==> config.mk <==
export PLATFORM = sky130hd
export DESIGN_NAME = sps_cell
export DESIGN_NICKNAME = d
export VERILOG_FILES = /design/src/rtl/sps_pkg.sv /design/src/rtl/sps_cell.sv
export SDC_FILE = /design/constraint.sdc
export NUM_CORES = 1
export LEC_CHECK = 0
export ABC_AREA = 0
export BUFFER_PORTS_ARGS = -buffer_cell sky130_fd_sc_hd__buf_2
export CAP_MARGIN = 20
export CORE_UTILIZATION = 23
export DETAILED_ROUTE_END_ITERATION = 16
export HOLD_SLACK_MARGIN = 0.02
export PLACE_DENSITY = 0.49
export SYNTH_ARGS = -nofsm -noshare
export SYNTH_HDL_FRONTEND = slang
export SYNTH_SLANG_ARGS = --single-unit
==> constraint.sdc <==
create_clock -name clk -period 1.6 [get_ports clk]
set_input_delay 0.4 -clock clk [delete_from_list [all_inputs] [get_ports clk]]
set_output_delay 0.4 -clock clk [all_outputs]
set_load 0.01 [all_outputs]
==> src/rtl/sps_pkg.sv <==
package sps_pkg;

  localparam int PATTERN_MAX = 512;

  localparam int POS_W  = 31;
  localparam int LEN_W  = 10;
  localparam int SLOT_W = 9;
  localparam int BYTE_W = 8;

  localparam logic [POS_W-1:0] POS_MAX = {POS_W{1'b1}};

  typedef enum logic [1:0] {
    CMD_LOAD  = 2'd0,
    CMD_START = 2'd1,
    CMD_DATA  = 2'd2
  } cmd_t;

  // control broadcast from the top level to every cell
  typedef struct packed {
    logic              load;
    logic              start;
    logic              shift;
    logic [BYTE_W-1:0] data_byte;
    logic [SLOT_W-1:0] pattern_index;
    logic              cfg_we;
    logic [LEN_W-1:0]  cfg_len_m1;
  } sps_ctl_t;

endpackage

==> src/rtl/sps_cell.sv <==
module sps_cell #(
  parameter int IDX = 0
) (
  input  logic              clk,
  input  logic              rst_n,
  input  sps_pkg::sps_ctl_t ctl,
  input  logic              pm_in,
  output logic              pm_out,
  output logic              hit
);
  import sps_pkg::*;

  logic [BYTE_W-1:0] pat_r;
  logic              pm_r, pm_nxt;
  logic              tail_r, tail_nxt;
  logic              pm_new;

  assign pm_new = pm_in && (ctl.data_byte == pat_r);
  assign pm_out = pm_r;
  assign hit    = pm_new && tail_r;

  always_comb begin
    pm_nxt = pm_r;
    if (ctl.start) begin
      pm_nxt = 1'b0;
    end else if (ctl.shift) begin
      pm_nxt = pm_new;
    end
    tail_nxt = tail_r;
    if (ctl.cfg_we) begin
      tail_nxt = (int'(ctl.cfg_len_m1) == IDX);
    end
  end

  always_ff @(posedge clk) begin
    if (!rst_n) begin
      pm_r   <= 1'b0;
      tail_r <= (IDX == 0);
    end else begin
      pm_r   <= pm_nxt;
      tail_r <= tail_nxt;
    end
  end

  always_ff @(posedge clk) begin
    if (ctl.load && (int'(ctl.pattern_index) == IDX)) begin
      pat_r <= ctl.data_byte;
    end
  end

endmodule

## Yosys cells after proc, flatten, opt, wreduce, memory -nomap -nowiden

Index checks and enable logic that the tools add are counted.

- Bits in registers: 10
- Logic and storage cells: 11

- Reduce and logical (&&, ||, !) cells: 6
- Bitwise operators: 1
- Equality and inequality tests: 1

Operators with widths:

| operator | count |
|---|---|
| logical NOT 10 bit | 1 |
| logical NOT 9 bit | 1 |
| equality test 8 bit | 1 |
| logical AND 1 bit | 3 |
| OR reduction 2 bit | 1 |
| inverter 1 bit | 1 |

## Longest topological paths before layout

Gate-level depths: netlist (run 1).

- Depth in word-level cells: 3
- Mapped depth: 4

## Worst setup path after synthesis (run 1)

OpenSTA, ideal clock, no wires.

- Kind: input port to output port
- From: input ctl[21] in the netlist's numbering
- To: output hit
- Slack: 0.093 ns
- Arrival time: 1.107 ns
- Buffers on the path: 0
- Stages: 4
- Data required time: 1.200 ns
- Cells stage by stage: xor2_1 > nor4_1 > nand4_1 > nor2_1

- Word-level cells in the longest chain between the ends: 3

RTL lines:

| item | line | text |
|---|---|---|
| from (decl) | sps_cell.sv:6 | `input sps_pkg::sps_ctl_t ctl,` |
| equality test 8 bit | sps_cell.sv:18 | `assign pm_new = pm_in && (ctl.data_byte == pat_r);` |
| logical AND 1 bit | sps_cell.sv:18 |  |
| logical AND 1 bit | sps_cell.sv:20 | `assign hit = pm_new && tail_r;` |
| to (decl) | sps_cell.sv:9 | `output logic hit` |

No other way between the ends.

## Final worst setup path (run 1)

- From: register pat_r[3]
- To: output hit

- Word-level cells in the longest chain between the ends: 3

RTL lines:

| item | line | text |
|---|---|---|
| from (decl) | sps_cell.sv:13 | `logic [BYTE_W-1:0] pat_r;` |
| from (signal assigned) | sps_cell.sv:47 | `pat_r <= ctl.data_byte;` |
| equality test 8 bit | sps_cell.sv:18 |  |
| logical AND 1 bit | sps_cell.sv:18 |  |
| logical AND 1 bit | sps_cell.sv:20 |  |

No other way between the ends.

==> impl_results.html, run 1 <==
<table>
<tr><th>Metric</th><th>Value</th></tr>
<tr><th colspan="2">Critical path</th></tr>
<tr><td>Reg-to-reg setup timing slack</td><td>approximately 0.38 ns</td></tr>
<tr><td>Crit-path max FO</td><td>2</td></tr>
<tr><td>Category of the worst setup path launch point</td><td>flip-flop</td></tr>
<tr><td>Critical path required time</td><td>around 1.2 ns</td></tr>
<tr><td>Terminus of the critical flop-to-flop path</td><td>pm_out$_SDFFE_PP0P_</td></tr>
<tr><td>Number of cells on the worst reg-to-reg path</td><td>4</td></tr>
<tr><td>Beginning of the worst register-to-register path</td><td>pat_r[3]$_DFFE_PP_</td></tr>
<tr><td>Type of destination of the critical path</td><td>output pin</td></tr>
<tr><td>WS Path Type</td><td>reg -&gt; out</td></tr>
<tr><td>Crit path arrival time</td><td>~1.5 ns</td></tr>
<tr><th colspan="2">Timing</th></tr>
<tr><td>Hold violation count in the final report</td><td>0</td></tr>
<tr><td>Relative slew slack</td><td>about 84%</td></tr>
<tr><td>Skew final</td><td>approximately 0.0072 ns</td></tr>
<tr><td>Final worst-path cycle share</td><td>118%</td></tr>
<tr><td>Slew at the pin with the worst max-slew slack</td><td>0.230 ns</td></tr>
<tr><td>TNS Setup</td><td>-0.291 ns</td></tr>
<tr><td>Setup repair after global routing missed its margin</td><td>yes</td></tr>
<tr><td>Final setup fails</td><td>1</td></tr>
<tr><td>Maximum clock rate</td><td>0.529 GHz</td></tr>
<tr><td>Worst setup margin</td><td>-0.291 ns</td></tr>
<tr><td>Final critical-path required period</td><td>1.89 ns</td></tr>
<tr><td>Max-slew violation count</td><td>0</td></tr>
<tr><th colspan="2">Floorplanning</th></tr>
<tr><td>Row count</td><td>15</td></tr>
<tr><td>Number of primary I/O pins</td><td>36</td></tr>
<tr><td>Floorplan die width</td><td>46.5 um</td></tr>
<tr><td>Full die area</td><td>2160 um^2</td></tr>
<tr><td>Placeable Area</td><td>between 1500 and 2000 um^2</td></tr>
<tr><td>Height of the chip</td><td>46.5 um</td></tr>
<tr><td>Starting density of the core</td><td>between 20% and 30%</td></tr>
<tr><th colspan="2">Placement</th></tr>
<tr><td>Placed Cells</td><td>96</td></tr>
<tr><td>HPWL reported at the end of detailed placement</td><td>799 um</td></tr>
<tr><td>Post-Place Worst Slack</td><td>-0.194 ns</td></tr>
<tr><td>Cell Area, Placed</td><td>between 600 and 700 um^2</td></tr>
<tr><td>PortBufs</td><td>35</td></tr>
<tr><td>Final RePlAce weighted congestion</td><td>roughly 0.67</td></tr>
<tr><th colspan="2">Final layout</th></tr>
<tr><td>Sequential cell area</td><td>280 um^2</td></tr>
<tr><td>Post-Layout Cell Count</td><td>100</td></tr>
<tr><td>Post-route cell area</td><td>702 um^2</td></tr>
<tr><td>Fraction of final layout cells with drive strength greater than 1</td><td>between 50% and 60%</td></tr>
<tr><td>Antenna diode count</td><td>0</td></tr>
<tr><td>Filler instances</td><td>approximately 190</td></tr>
<tr><td>Growth of design area from synthesis to finish</td><td>54.1%</td></tr>
<tr><td>Area taken by multi-input logic gates</td><td>between 150 and 200 um^2</td></tr>
<tr><td>Net count, final</td><td>110</td></tr>
<tr><td>Most frequent cells in the layout</td><td>35 x sky130_fd_sc_hd__buf_2, 8 x sky130_fd_sc_hd__edfxtp_1, 4 x sky130_fd_sc_hd__xnor2_1, 4 x sky130_fd_sc_hd__xor2_1</td></tr>
<tr><td>Most common cell after layout, fill and taps aside</td><td>sky130_fd_sc_hd__buf_2</td></tr>
<tr><th colspan="2">Min path</th></tr>
<tr><td>Endpoint with the worst hold slack</td><td>tail_r$_SDFFE_PN1P_</td></tr>
<tr><td>Worst hold start</td><td>rst_n</td></tr>
<tr><td>Hold/Removal Path Class</td><td>in -&gt; reg</td></tr>
<tr><td>Cell depth of the worst hold path</td><td>2</td></tr>
<tr><th colspan="2">Clocking</th></tr>
<tr><td>Number of post-CTS setup repair buffers</td><td>0</td></tr>
<tr><td>Clock latency of the later-clocked register in the worst-skew pair</td><td>between 0.2 and 0.3 ns</td></tr>
<tr><td>Cts bufs inserted</td><td>3</td></tr>
<tr><td>Clock tree from TritonCTS</td><td>done</td></tr>
<tr><td>Register clock-pin slew on the reported worst setup and hold paths</td><td>around 0.07 ns</td></tr>
<tr><td>Number of buffers inserted for hold repair after clock tree synthesis</td><td>0</td></tr>
<tr><td>H-Tree Depth</td><td>1</td></tr>
<tr><td>Clock root buffer</td><td>sky130_fd_sc_hd__clkbuf_4</td></tr>
<tr><td>Buffers from clock root to sink, at most</td><td>2</td></tr>
<tr><td>TritonCTS Sinks</td><td>10</td></tr>
<tr><th colspan="2">GRT</th></tr>
<tr><td>GRT overflow</td><td>0</td></tr>
<tr><td>Initial antenna violation count</td><td>0</td></tr>
<tr><td>Vias in the first global route</td><td>between 300 and 400</td></tr>
<tr><td>Overall routing resource usage</td><td>between 10% and 20%</td></tr>
<tr><td>Global-route wire length before repair</td><td>1550 um</td></tr>
<tr><td>Pin count of the biggest net entering global routing</td><td>9</td></tr>
<tr><th colspan="2">Drt</th></tr>
<tr><td>Wire per inst</td><td>approximately 9.6 um</td></tr>
<tr><td>Number of design-rule violations left by the first detailed-router iteration</td><td>2</td></tr>
<tr><td>Via count of the routed design</td><td>~420</td></tr>
<tr><td>Final ANT Viol Nets</td><td>0</td></tr>
<tr><td>Vias per cell</td><td>approximately 4.2</td></tr>
<tr><td>Remaining design rule violation count</td><td>0</td></tr>
<tr><td>TritonRoute pass-1 iters</td><td>2</td></tr>
<tr><td>Total wire length after detailed routing</td><td>around 960 um</td></tr>
<tr><th colspan="2">Run</th></tr>
<tr><td>Number of max-cap violations</td><td>0</td></tr>
<tr><th colspan="2">Run status</th></tr>
<tr><td>Outcome</td><td>finished with violations</td></tr>
<tr><td>Violated checks</td><td>setup timing</td></tr>
<tr><th colspan="2">Power and ir drop</th></tr>
<tr><td>Overall power consumption</td><td>approximately 520 uW</td></tr>
<tr><td>Peak supply drop</td><td>498 uV</td></tr>
<tr><td>Power per standard cell area</td><td>745 nW/um^2</td></tr>
<tr><td>Lkg Pwr</td><td>0.298 nW</td></tr>
<tr><th colspan="2">Logic synthesis</th></tr>
<tr><td>Yosys reg bits</td><td>10</td></tr>
<tr><td>Yosys warning count</td><td>0</td></tr>
<tr><td>Syn_nets</td><td>69</td></tr>
<tr><td>Distinct cell type count of the synthesized netlist</td><td>15</td></tr>
<tr><td>Instance count of the mapped netlist</td><td>35</td></tr>
<tr><td>Mean instance size in the synthesized netlist</td><td>~13 um^2</td></tr>
<tr><td>Sequential area share after synthesis</td><td>61.5%</td></tr>
<tr><td>Post-synthesis instance area</td><td>455 um^2</td></tr>
</table>
## cell usage after synthesis (all sizes together)
master | count | share of area [%]
and4b | 1 | 2.2
dfxtp | 2 | 8.8
edfxtp | 8 | 53
nand2b | 1 | 1.4
nand3 | 3 | 3.3
nand3b | 1 | 1.6
nand4 | 2 | 2.7
nor2 | 1 | 0.82
nor2b | 1 | 1.4
nor3 | 1 | 1.1
nor4 | 4 | 5.5
nor4b | 1 | 1.9
o21ai | 1 | 1.1
xnor2 | 4 | 7.7
xor2 | 4 | 7.7
## registers in the layout (all words and copies together), names as in the netlist
register	flops
pat_r	8
tail_r	1
pm_out	1
## area by class of cell
cell class                      instances  share of cell area (%)
Sequential cell                        10                    39.9
Multi-Input combinational cell         25                    25.8
Tap cell                               25                    4.46
Timing Repair Buffer                   36                    26.0
Clock buffer                            3                    3.21
Clock inverter                          1                   0.535
## repair_timing
action	CTS	global route
endpoints found under the setup margin	1	1
pin swaps	4	0
resized for setup	0	1
## report_power, final
part | internal, mW | switching (mW) | leakage [nW]
clock network | 0.0901 | 0.0879 | 0.0154
logic | 0.0391 | 0.0228 | 0.194
registers | 0.282 | 0.00106 | 0.0883
## cell families (layout without fill, tap and decap cells)
family,count (synthesis),count (layout),synth area share (%)
AND/OR/NAND/NOR,16,16,22.0
buffers and inverters,0,40,0
flip-flops,10,10,61.5
AO/OA/AOI/OAI,1,1,1.10
XOR/XNOR,8,8,15.4
## how the worst max path moves through the flow
stage / startpoint / end / cells past startpoint
floorplan: ctl[21] / hit / 4
global placement: ctl[21] / hit / 6
detailed placement: ctl[21] / hit / 6
CTS: pat_r[3]$_DFFE_PP_ / hit / 5
global route: pat_r[3]$_DFFE_PP_ / hit / 5
finish: pat_r[3]$_DFFE_PP_ / hit / 5
## stage by stage
stage	utilization [%]	hold WS, ns
2_1_floorplan	-	0.446
3_3_place_gp	37.5	0.475
3_5_place_dp	37.5	0.472
4_1_cts	39.0	0.316
5_1_grt	39.4	0.309
6_report	39.4	0.325
## layer usage
| metal | vias up | GRT usage, % | part of all wire, % |
|---|---|---|---|
| met1 | 181 | 12.8 | 41 |
| met4 | 0 | 5.29 | 0 |
| li1 | 216 | - | - |
| met3 | 0 | 5.88 | 9.1 |
| met2 | 24 | 15.8 | 50 |
| met5 | - | 0 | 0 |
## critical path: stages (launching register included)
cell                       delay (ns)
sky130_fd_sc_hd__edfxtp_1        0.38
sky130_fd_sc_hd__xor2_1          0.16
sky130_fd_sc_hd__nor4_2          0.29
sky130_fd_sc_hd__nand4_1         0.15
sky130_fd_sc_hd__nor2_1          0.10
sky130_fd_sc_hd__buf_2           0.13
Note: power is estimated with default switching activity, not from simulation.
==> run 2, diff against run 1 <==
--- a/config.mk
+++ b/config.mk
@@ -5,13 +5,13 @@
 export SDC_FILE = /design/constraint.sdc
 export NUM_CORES = 1
 export LEC_CHECK = 0
-export ABC_AREA = 0
+export ABC_AREA = 1
 export BUFFER_PORTS_ARGS = -buffer_cell sky130_fd_sc_hd__buf_2
 export CAP_MARGIN = 20
 export CORE_UTILIZATION = 23
 export DETAILED_ROUTE_END_ITERATION = 16
 export HOLD_SLACK_MARGIN = 0.02
-export PLACE_DENSITY = 0.49
+export PLACE_DENSITY_LB_ADDON = 0.3
 export SYNTH_ARGS = -nofsm -noshare
 export SYNTH_HDL_FRONTEND = slang
 export SYNTH_SLANG_ARGS = --single-unit
==> impl_results.html, run 2 <==
<table>
<tr><th>Metric</th><th>Value</th></tr>
<tr><th colspan="2">Logic synthesis</th></tr>
<tr><td>Xor and xnor area share after synthesis</td><td>1.61%</td></tr>
<tr><td>Mean instance size in the synthesized netlist</td><td>between 7 and 8 um^2</td></tr>
<tr><td>Share of the synthesized area in the top cell type</td><td>44.0%</td></tr>
<tr><td>Sequential area share after synthesis</td><td>51.4%</td></tr>
<tr><td>Synthesized-area fraction occupied by and/or/nand/nor cells</td><td>29.6%</td></tr>
<tr><td>Compound-Gate Fraction of Synth Area</td><td>around 4.4%</td></tr>
<tr><td>Yosys reg bits</td><td>10</td></tr>
<tr><td>Distinct cell type count of the synthesized netlist</td><td>14</td></tr>
<tr><td>Instance count of the mapped netlist</td><td>a little over 70</td></tr>
<tr><td>Leading post-synthesis cells by cell area</td><td>sky130_fd_sc_hd__edfxtp_1 44%, sky130_fd_sc_hd__nand2_1 14%, sky130_fd_sc_hd__inv_1 13%</td></tr>
<tr><td>Syn_nets</td><td>approximately 110</td></tr>
<tr><td>Combinational family with the most area after synthesis</td><td>simple AND/OR/NAND/NOR gates</td></tr>
<tr><td>Adder-Cell Fraction of Synth Area</td><td>0%</td></tr>
<tr><td>Top_reg_cell synth</td><td>sky130_fd_sc_hd__edfxtp_1</td></tr>
<tr><td>Post-synthesis mux area share</td><td>0%</td></tr>
<tr><td>Cell taking the most area after synthesis</td><td>sky130_fd_sc_hd__edfxtp_1</td></tr>
<tr><td>Async SR Flop Fraction</td><td>0%</td></tr>
<tr><td>EDFF count, synth</td><td>8</td></tr>
<tr><td>Post-synthesis instance area</td><td>approximately 550 um^2</td></tr>
<tr><td>Most frequent cell after synthesis</td><td>sky130_fd_sc_hd__nand2_1</td></tr>
<tr><td>Most frequent cells after synthesis</td><td>20 x sky130_fd_sc_hd__nand2_1, 19 x sky130_fd_sc_hd__inv_1, 8 x sky130_fd_sc_hd__edfxtp_1, 8 x sky130_fd_sc_hd__nor2_1</td></tr>
<tr><td>Yosys warning count</td><td>0</td></tr>
<tr><th colspan="2">Timing</th></tr>
<tr><td>Relative slew slack</td><td>84.6%</td></tr>
<tr><td>Maximum clock rate</td><td>roughly 0.59 GHz</td></tr>
<tr><td>Max-slew violation count</td><td>0</td></tr>
<tr><td>Final worst-path cycle share</td><td>105%</td></tr>
<tr><td>Final critical-path required period</td><td>about 1.7 ns</td></tr>
<tr><td>Final setup fails</td><td>1</td></tr>
<tr><td>Worst setup margin</td><td>-0.0826 ns</td></tr>
<tr><td>Skew final</td><td>between 0.006 and 0.007 ns</td></tr>
<tr><td>Hold violation count in the final report</td><td>0</td></tr>
<tr><td>Setup repair after global routing missed its margin</td><td>yes</td></tr>
<tr><td>Worst hold slack</td><td>roughly 0.32 ns</td></tr>
<tr><td>Slew at the pin with the worst max-slew slack</td><td>between 0.2 and 0.25 ns</td></tr>
<tr><th colspan="2">Final layout</th></tr>
<tr><td>Most frequent cells in the layout</td><td>35 x sky130_fd_sc_hd__buf_2, 20 x sky130_fd_sc_hd__nand2_1, 19 x sky130_fd_sc_hd__inv_1</td></tr>
<tr><td>Register containing the most flip-flops in the final layout</td><td>pat_r</td></tr>
<tr><td>Post-route cell area</td><td>just over 800 um^2</td></tr>
<tr><td>Net count, final</td><td>147</td></tr>
<tr><td>Most common cell after layout, fill and taps aside</td><td>sky130_fd_sc_hd__buf_2</td></tr>
<tr><td>Fin util</td><td>36.3%</td></tr>
<tr><td>Max reg flops</td><td>8</td></tr>
<tr><td>Growth of design area from synthesis to finish</td><td>48.6%</td></tr>
<tr><td>Fraction of final layout cells with drive strength greater than 1</td><td>roughly two fifths</td></tr>
<tr><td>Antenna diode count</td><td>0</td></tr>
<tr><th colspan="2">Run status</th></tr>
<tr><td>Violated checks</td><td>setup timing</td></tr>
<tr><td>Outcome</td><td>finished with violations</td></tr>
<tr><th colspan="2">Critical path</th></tr>
<tr><td>CP Buf/Inv Count</td><td>1</td></tr>
<tr><td>CP most frequent cell</td><td>sky130_fd_sc_hd__nor2_1</td></tr>
<tr><td>Cell-by-cell trace of the critical path</td><td>a21oi_1 &gt; nand3_1 &gt; nor2_1 &gt; nand2_1 &gt; nor2_1 &gt; buf_2</td></tr>
<tr><td>Critical path required time</td><td>~1.2 ns</td></tr>
<tr><td>Crit-path max FO</td><td>2</td></tr>
<tr><td>Reg-to-reg setup timing slack</td><td>around 0.50 ns</td></tr>
<tr><td>Critical-path top delay cell</td><td>sky130_fd_sc_hd__edfxtp_1</td></tr>
<tr><td>Category of the worst setup path launch point</td><td>flip-flop</td></tr>
<tr><td>Critical path's top delay family</td><td>flip-flops</td></tr>
<tr><td>Number of cells on the worst reg-to-reg path</td><td>6</td></tr>
<tr><td>Beginning of the worst register-to-register path</td><td>pat_r[7]$_DFFE_PP_</td></tr>
<tr><td>CP peak stage delay</td><td>0.39 ns</td></tr>
<tr><td>Type of destination of the critical path</td><td>output pin</td></tr>
<tr><td>WS Path Type</td><td>reg -&gt; out</td></tr>
<tr><td>Crit path arrival time</td><td>1.28 ns</td></tr>
<tr><td>Terminus of the critical flop-to-flop path</td><td>pm_out$_SDFFE_PP0P_</td></tr>
<tr><th colspan="2">Min path</th></tr>
<tr><td>Endpoint with the worst hold slack</td><td>pm_out$_SDFFE_PP0P_</td></tr>
<tr><td>Hold/Removal Path Class</td><td>in -&gt; reg</td></tr>
<tr><td>Cell depth of the worst hold path</td><td>2</td></tr>
<tr><td>Worst hold start</td><td>ctl[28]</td></tr>
<tr><th colspan="2">Placement</th></tr>
<tr><td>HPWL reported at the end of detailed placement</td><td>around 920 um</td></tr>
<tr><td>Final RePlAce weighted congestion</td><td>~0.67</td></tr>
<tr><td>Post-Place Worst Slack</td><td>0.0533 ns</td></tr>
<tr><td>PortBufs</td><td>35</td></tr>
<tr><td>Cell Area, Placed</td><td>769 um^2</td></tr>
<tr><th colspan="2">GRT</th></tr>
<tr><td>Met3 capacity usage during global routing</td><td>under 10%</td></tr>
<tr><td>Met2 usage</td><td>around 16%</td></tr>
<tr><td>Global-route wire length before repair</td><td>1780 um</td></tr>
<tr><td>Met1 track utilization from global routing</td><td>between 10% and 20%</td></tr>
<tr><td>Vias in the first global route</td><td>roughly 460</td></tr>
<tr><td>Pin count of the biggest net entering global routing</td><td>9</td></tr>
<tr><td>GRT overflow</td><td>0</td></tr>
<tr><td>Layer with the highest usage after global routing</td><td>met2</td></tr>
<tr><td>Initial antenna violation count</td><td>0</td></tr>
<tr><td>Overall routing resource usage</td><td>around 10%</td></tr>
<tr><th colspan="2">Power and ir drop</th></tr>
<tr><td>Combinational share of power</td><td>around an eighth</td></tr>
<tr><td>Sequential power share</td><td>52.4%</td></tr>
<tr><td>Lkg Pwr</td><td>approximately 0.45 nW</td></tr>
<tr><td>Overall power consumption</td><td>between 500 and 600 uW</td></tr>
<tr><td>Switching fraction of total power</td><td>approximately 22%</td></tr>
<tr><td>Relative contribution of the clock network to total power</td><td>about a third</td></tr>
<tr><td>Net switching power</td><td>between 100 and 150 uW</td></tr>
<tr><td>Internal power of the cells</td><td>~420 uW</td></tr>
<tr><td>Peak supply drop</td><td>350 uV</td></tr>
<tr><td>Power per standard cell area</td><td>~670 nW/um^2</td></tr>
<tr><th colspan="2">Floorplanning</th></tr>
<tr><td>Number of primary I/O pins</td><td>36</td></tr>
<tr><td>Starting density of the core</td><td>~24%</td></tr>
<tr><td>Row count</td><td>17</td></tr>
<tr><td>Floorplan die width</td><td>between 50 and 60 um</td></tr>
<tr><td>Placeable Area</td><td>between 2000 and 2500 um^2</td></tr>
<tr><td>Height of the chip</td><td>about 51 um</td></tr>
<tr><td>Full die area</td><td>approximately 2600 um^2</td></tr>
<tr><th colspan="2">Drt</th></tr>
<tr><td>TritonRoute pass-1 iters</td><td>2</td></tr>
<tr><td>Number of design-rule violations left by the first detailed-router iteration</td><td>2</td></tr>
<tr><td>Final ANT Viol Nets</td><td>0</td></tr>
<tr><td>Via count of the routed design</td><td>between 500 and 600</td></tr>
<tr><td>Remaining design rule violation count</td><td>0</td></tr>
<tr><td>Wire per inst</td><td>a little over 8 um</td></tr>
<tr><td>Total wire length after detailed routing</td><td>approximately 1100 um</td></tr>
<tr><td>Vias per cell</td><td>slightly above 4</td></tr>
<tr><th colspan="2">Clocking</th></tr>
<tr><td>TritonCTS Sinks</td><td>10</td></tr>
<tr><td>Clock root buffer</td><td>sky130_fd_sc_hd__clkbuf_4</td></tr>
<tr><td>H-Tree Depth</td><td>1</td></tr>
<tr><td>Cts bufs inserted</td><td>3</td></tr>
<tr><td>Clock tree from TritonCTS</td><td>done</td></tr>
<tr><td>Clock latency of the later-clocked register in the worst-skew pair</td><td>0.27 ns</td></tr>
<tr><td>Buffers from clock root to sink, at most</td><td>2</td></tr>
<tr><td>Register clock-pin slew on the reported worst setup and hold paths</td><td>0.07 ns</td></tr>
<tr><th colspan="2">Run</th></tr>
<tr><td>Number of max-cap violations</td><td>0</td></tr>
</table>
[run 2: cell types whose count changed after synthesis, sizes merged, moves of 3 or more]
cell / change
nor2: +7
xor2: -4
a21oi: +3
xnor2: -3
nand2: +20
inv: +19
[run 2: final cells by class]
type | count | area, um^2
Fill cell | 256 | 1420
Sequential cell | 10 | 280
Multi-Input combinational cell | 42 | 208
Timing Repair Buffer | 37 | 190
Inverter | 19 | 71.3
Tap cell | 28 | 35.0
Clock buffer | 4 | 26.3
[run 2: power by group through the flow]
stage	sequential (mW)	combinational (mW)	clock (mW)
6_report	0.284	0.0722	0.186
5_1_grt	0.284	0.0830	0.206
4_1_cts	0.284	0.0719	0.194
3_5_place_dp	0.290	0.0716	0
3_3_place_gp	0.290	0.0697	0
2_1_floorplan	0.290	0.0235	0
[run 2: worst max-delay path by stage]
stage               cells past startpoint                  to  slack (ns)               start
global route                            6                 hit       -0.28  pat_r[7]$_DFFE_PP_
floorplan                               3  pat_r[0]$_DFFE_PP_        0.10             ctl[16]
finish                                  6                 hit       -0.08  pat_r[7]$_DFFE_PP_
detailed placement                      8                 hit        0.05             ctl[23]
global placement                        8                 hit        0.06             ctl[23]
CTS                                     6                 hit       -0.09  pat_r[7]$_DFFE_PP_
[run 2: repair_timing]
action	in CTS	in global routing
setup buffers	1	0
endpoints found under the setup margin	1	1
pin swaps	4	0
gates resized for setup	0	1
hold buffers	0	0
endpoints found under the hold margin	0	0
[run 2: metal layers]
metal | wire (um) | up-vias
li1 | - | 300
met1 | 489 | 247
met2 | 530 | 19
met3 | 78 | 4
met4 | 29 | 0
met5 | 0 | -
[run 2: cell families (layout without fill, tap and decap cells)]
group,Yosys count,count (layout)
DFF,10,10
buffers and inverters,19,60
and+or+nand+nor,37,37
xor gates and xnor gates,1,1
AOI/OAI and AO/OA,4,4
[run 2: metrics by stage]
step           cells  setup TNS (ns)
6_report         140         -0.0826
5_1_grt          140          -0.275
4_1_cts          140         -0.0922
3_5_place_dp     135               0
3_3_place_gp     135               0
2_1_floorplan     71               0
